File: config.mk
export PLATFORM = sky130hd
export DESIGN_NAME = lgts_front
export DESIGN_NICKNAME = d
export VERILOG_FILES = /design/src/lgts_pkg.sv /design/src/lgts_front.sv
export SDC_FILE = /design/constraint.sdc
export NUM_CORES = 1
export LEC_CHECK = 0
export BUFFER_PORTS_ARGS = -buffer_cell sky130_fd_sc_hd__buf_2
export CORE_MARGIN = 2
export CORE_UTILIZATION = 55
export CTS_CLUSTER_SIZE = 14
export DETAILED_ROUTE_END_ITERATION = 10
export PLACE_DENSITY = 0.84
export SKIP_CTS_REPAIR_TIMING = 1
export SLEW_MARGIN = 20
export SYNTH_ARGS = -nofsm -noshare
export SYNTH_HDL_FRONTEND = slang
export SYNTH_SLANG_ARGS = --single-unit
export TNS_END_PERCENT = 5
File: constraint.sdc
create_clock -name i_clk -period 7.1 [get_ports i_clk]
set_input_delay 0.71 -clock i_clk [delete_from_list [all_inputs] [get_ports i_clk]]
set_output_delay 0.71 -clock i_clk [all_outputs]
set_load 0.1 [all_outputs]
File: src/lgts_pkg.sv
// shared types, constants and defaults for the lda gibbs topic sampler
package lgts_pkg;

    // parameter defaults
    localparam int P_MAX_TOPICS = 128;
    localparam int P_MAX_DOCS   = 4096;
    localparam int P_MAX_WORDS  = 8192;
    localparam int P_COUNT_BITS = 20;

    // fixed field widths
    localparam int DOC_IN_W   = 12;
    localparam int WORD_IN_W  = 13;
    localparam int TOPIC_IN_W = 7;
    localparam int RAND_W     = 16;
    localparam int CFG_IDX_W  = 8;
    localparam int CFG_DATA_W = 20;
    localparam int NT_W       = 8;
    localparam int VS_W       = 14;
    localparam int SMOOTH_W   = 20;
    localparam int QUOT_W     = 32;
    localparam int CDF_W      = 32;
    localparam int FRAC_SHIFT = 16;
    localparam int PROD_SHIFT = 8;

    // operation codes
    localparam logic OP_LOAD     = 1'b0;
    localparam logic OP_RESAMPLE = 1'b1;

    // register reset values
    localparam logic [NT_W-1:0]     RST_NUM_TOPICS = NT_W'(100);
    localparam logic [VS_W-1:0]     RST_VOCAB_SIZE = VS_W'(8192);
    localparam logic [SMOOTH_W-1:0] RST_ALPHA      = SMOOTH_W'(32768);
    localparam logic [SMOOTH_W-1:0] RST_BETA       = SMOOTH_W'(655);

    typedef enum logic [CFG_IDX_W-1:0] {
        REG_NUM_TOPICS = 8'd0,
        REG_VOCAB_SIZE = 8'd1,
        REG_ALPHA      = 8'd2,
        REG_BETA       = 8'd3
    } t_cfg_reg;

    // classified item passed from front to back
    typedef struct packed {
        logic                  op;
        logic [DOC_IN_W-1:0]   doc;
        logic [WORD_IN_W-1:0]  word;
        logic [TOPIC_IN_W-1:0] topic;
        logic [RAND_W-1:0]     rnd;
        logic                  bad;
    } t_item;

    typedef enum logic [3:0] {
        ST_CLEAR,
        ST_IDLE,
        ST_CNT_RD,
        ST_CNT_WR,
        ST_PREP,
        ST_K_RD,
        ST_K_DIV,
        ST_K_WAIT,
        ST_K_ACC,
        ST_TOSS,
        ST_S_RD,
        ST_S_CMP,
        ST_DONE
    } t_back_state;

endpackage

File: src/lgts_front.sv
// input acceptance, index check and two entry item queue
module lgts_front import lgts_pkg::*; #(
    parameter int MAX_TOPICS = P_MAX_TOPICS,
    parameter int MAX_DOCS   = P_MAX_DOCS,
    parameter int MAX_WORDS  = P_MAX_WORDS,
    localparam int TCNT_W = $clog2(MAX_TOPICS + 1),
    localparam int VCNT_W = $clog2(MAX_WORDS + 1)
) (
    input  logic                  i_clk,
    input  logic                  i_rst_n,
    input  logic                  i_in_valid,
    output logic                  o_in_stall,
    input  logic                  i_operation,
    input  logic [DOC_IN_W-1:0]   i_doc_index,
    input  logic [WORD_IN_W-1:0]  i_word_index,
    input  logic [TOPIC_IN_W-1:0] i_current_topic,
    input  logic [RAND_W-1:0]     i_random_fraction,
    input  logic [TCNT_W-1:0]     i_eff_t,
    input  logic [VCNT_W-1:0]     i_eff_v,
    input  logic                  i_clearing,
    input  logic                  i_pop,
    output logic                  o_q_valid,
    output t_item                 o_q_item
);

    t_item      r_mem [2];
    logic       r_wp;
    logic       r_rp;
    logic [1:0] r_cnt;

    t_item w_item;
    logic  w_push;
    logic  w_pop;

    always_comb begin
        w_item.op    = i_operation;
        w_item.doc   = i_doc_index;
        w_item.word  = i_word_index;
        w_item.topic = i_current_topic;
        w_item.rnd   = i_random_fraction;
        w_item.bad   = (32'(i_doc_index) >= 32'(MAX_DOCS))
                    || (32'(i_word_index) >= 32'(i_eff_v))
                    || (32'(i_current_topic) >= 32'(i_eff_t));
    end

    assign o_in_stall = (r_cnt == 2'd2) || i_clearing;
    assign w_push     = i_in_valid && !o_in_stall;
    assign w_pop      = i_pop && (r_cnt != 2'd0);

    always_ff @(posedge i_clk) begin
        if (!i_rst_n) begin
            r_wp  <= 1'b0;
            r_rp  <= 1'b0;
            r_cnt <= 2'd0;
        end else begin
            if (w_push) begin
                r_wp <= !r_wp;
            end
            if (w_pop) begin
                r_rp <= !r_rp;
            end
            if (w_push && !w_pop) begin
                r_cnt <= r_cnt + 2'd1;
            end else if (w_pop && !w_push) begin
                r_cnt <= r_cnt - 2'd1;
            end
        end
    end

    always_ff @(posedge i_clk) begin
        if (w_push) begin
            r_mem[r_wp] <= w_item;
        end
    end

    assign o_q_valid = (r_cnt != 2'd0);
    assign o_q_item  = r_mem[r_rp];

endmodule

==> impl_metrics.yaml <==
timing:
  clock_skew_ns: 0.009850
  setup_tns_ns: 0
  timing.fmax_ghz: 0.3838
  slew_headroom: 0.5369
  finalHoldViolations: 0
  rsz0062_at_grt: "false"
  min_period_ns: 2.606
  period_share: 0.3670
  slew_viol_final: 0
  tightest_slew_ns: 0.6947
  setup_viol: 0
synth:
  ys_ff_latch: 105
  yosys.area.top_type: "edfxtp_1"
  synth_top_area_frac: 0.6928
  yosys_most_used_dff: "edfxtp_1"
  async_flop_share: 0
  avgSynthCellArea_um2: 17.41
  syn_area_um2: 4334
  syn_inst: 249
  ys_top_cells_by_area: "edfxtp_1, mux2_2, ha_1, mux2_1, dfxtp_1"
  synth_edf_count: 100
  post-synth-top-count-cell: "edfxtp_1"
  yosysSeqAreaShare: 0.7159
  synthTopCellsByCount: "edfxtp_1, mux2_2, inv_1"
  syn_nets: 346
  yosysWarnings: 0
  synth.distinct_cells: 33
power:
  seq_power_share: 0.378
  internal-power_uw: 1104
  power.leakage_uw: 0.002141
  peakVddDrop_mv: 0.2961
  pwr-share-comb: 0.450
  clkPwrFrac: 0.172
  power.total_uw: 2129
  swShare: 0.4815
  p_switching_uw: 1025
  cellPowerDensity_nw_per_um2: 403.4
placement:
  portBuffers: 127
  gp_congestion: 0.7787
  dp_hpwl_mm: 5.165
floorplanning:
  die_width_um: 92.77
  initial_core_util: 0.5638
  dieArea_um2: 8606
  core_area_um2: 7687
  die_h_um: 92.77
  ioPinCount: 128
  rows: 32
critical_path:
  worst_ep_required_time_ns: 6.39
  critPathMaxStageDelay_ns: 0.78
  crit_path_cell_trace: "mux2_2 > buf_2"
  critical-path-top-delay-family: "flip-flops"
  critPathKind: "register to output pin"
  cp.arrival_ns: 1.90
  start_kind: "register"
  slowest_stage: "dfxtp_4"
  critPathCaptureType: "output pin"
  cp_max_fo: 50
  worstPathBufferInverterCount: 1
cells_and_area:
  nets: 479
  regArea_um2: 3107
  drive_above_1_share: 0.4884
  diodes: 0
  fill_cells: 523
  multi_input_area_um2: 1115
  syn_to_final_growth_pct: 21.80
route:
  drc: 0
  antenna_left: 0
  wl_per_cell_um: 15.57
  vias_per_cell: 5.137
  first_iter_violations: 122
  vias: 2512
  drt_wl_total_mm: 7.613
  first_pass_iters: 4
worst_hold_path:
  hold_class: "register to register"
clock_network:
  cts-htree-levels: 3
  cts_buffers: 9
  clk_pin_slew_ns: 0.10
  numClockSinks: 105
  cts_root_buffer: "clkbuf_8"
  clockBufferDepth: 2
  insertion_delay_ns: 0.35
  cts_tree: "built"
job:
  drv_cap: 0
global_route:
  first_global_vias: 2489
  track_usage: 0.1786
  grt_pass1_wl_mm: 11.63
  grt-ovfl-total: 0
  grt_max_degree: 51
  antenna_found_initial: 0
status:
  status: "complete, no violations"
-- cells by family after synthesis --
family | share of synthesized area
AO/OA/AOI/OAI | 0.02771
XOR/XNOR | 0.008085
adder cells (fa/ha/maj) | 0.06062
buffers and inverters | 0.02945
flip-flops | 0.7159
multiplexers | 0.1299
AND/OR/NAND/NOR | 0.02829
-- metrics by stage --
step	area (um^2)	worst slack, ns	hold slack, ns	cells	util
final	5279	4.494	0.5299	489	0.6867
after global routing	5279	4.393	0.5105	489	0.6867
after CTS	5279	4.468	0.5193	489	0.6867
after detailed placement	5079	4.862	0.5105	473	0.6606
after global placement	5072	4.469	0.4972	473	0.6598
after floorplan	4334	3.603	0.4819	249	-
-- cell usage in the layout (no fill, tap or decap), types with 2 or more instances in the layout --
master,count
mux2_1,11
and2_1,4
o21ai_0,4
nand2_1,2
clkinv_4,2
edfxtp_1,100
mux2_2,39
a21oi_1,7
clkbuf_8,9
inv_1,23
a21o_1,2
ha_1,21
buf_2,127
nand2b_1,2
dfxtp_1,4
nand2_2,2
xnor2_1,3
-- worst register-to-register path: stages, from the launching register on --
cell and delay, ns:
dfxtp_1 0.42, inv_1 0.07, a21oi_2 0.22, nand2_2 0.13, nor2_4 0.08, buf_4 0.55
-- routing by layer --
metal | GRT usage | vias up | routed length [um]
met3 | 0.03336 | 6 | 498
met2 | 0.3074 | 103 | 3785
met5 | 0 | - | 0
li1 | - | 1203 | -
met1 | 0.2298 | 1200 | 3277
met4 | 0.05882 | 0 | 51
-- cell type report --
class,instances,share of cell area
flip-flops and latches,105,0.5885
multi-input cells,115,0.2112
repair buffers,128,0.1218
well taps,102,0.02418
clock buffers,9,0.02347
inverters,23,0.01635
clock inverters,7,0.01446
-- power groups by stage --
stage | combinational [uW] | sequential (uW) | clock [uW]
global placement | 954 | 816 | 0
finish | 959 | 804 | 367
CTS | 963 | 806 | 377
global route | 989 | 815 | 403
floorplan | 877 | 770 | 0
detailed placement | 960 | 821 | 0
-- registers in the layout (all words and copies together), names as in the netlist, named ones only --
| name | flops |
|---|---|
| r_wp | 1 |
| r_rp | 1 |
| r_cnt | 2 |
| r_mem | 100 |
-- final timing paths --
path                              start               endpoint  slack [ns]  cells after the start
setup reg to reg  r_cnt[0]$_SDFFE_PN0P_  r_mem[0][6]$_DFFE_PP_        5.25                      5
hold / removal    r_cnt[1]$_SDFFE_PN0P_  r_cnt[1]$_SDFFE_PN0P_        0.53                      2
hold reg to reg   r_cnt[1]$_SDFFE_PN0P_  r_cnt[1]$_SDFFE_PN0P_        0.53                      2
setup / recovery               register            o_q_item[8]        4.49                      2
Note: power is estimated with default switching activity, not from simulation.
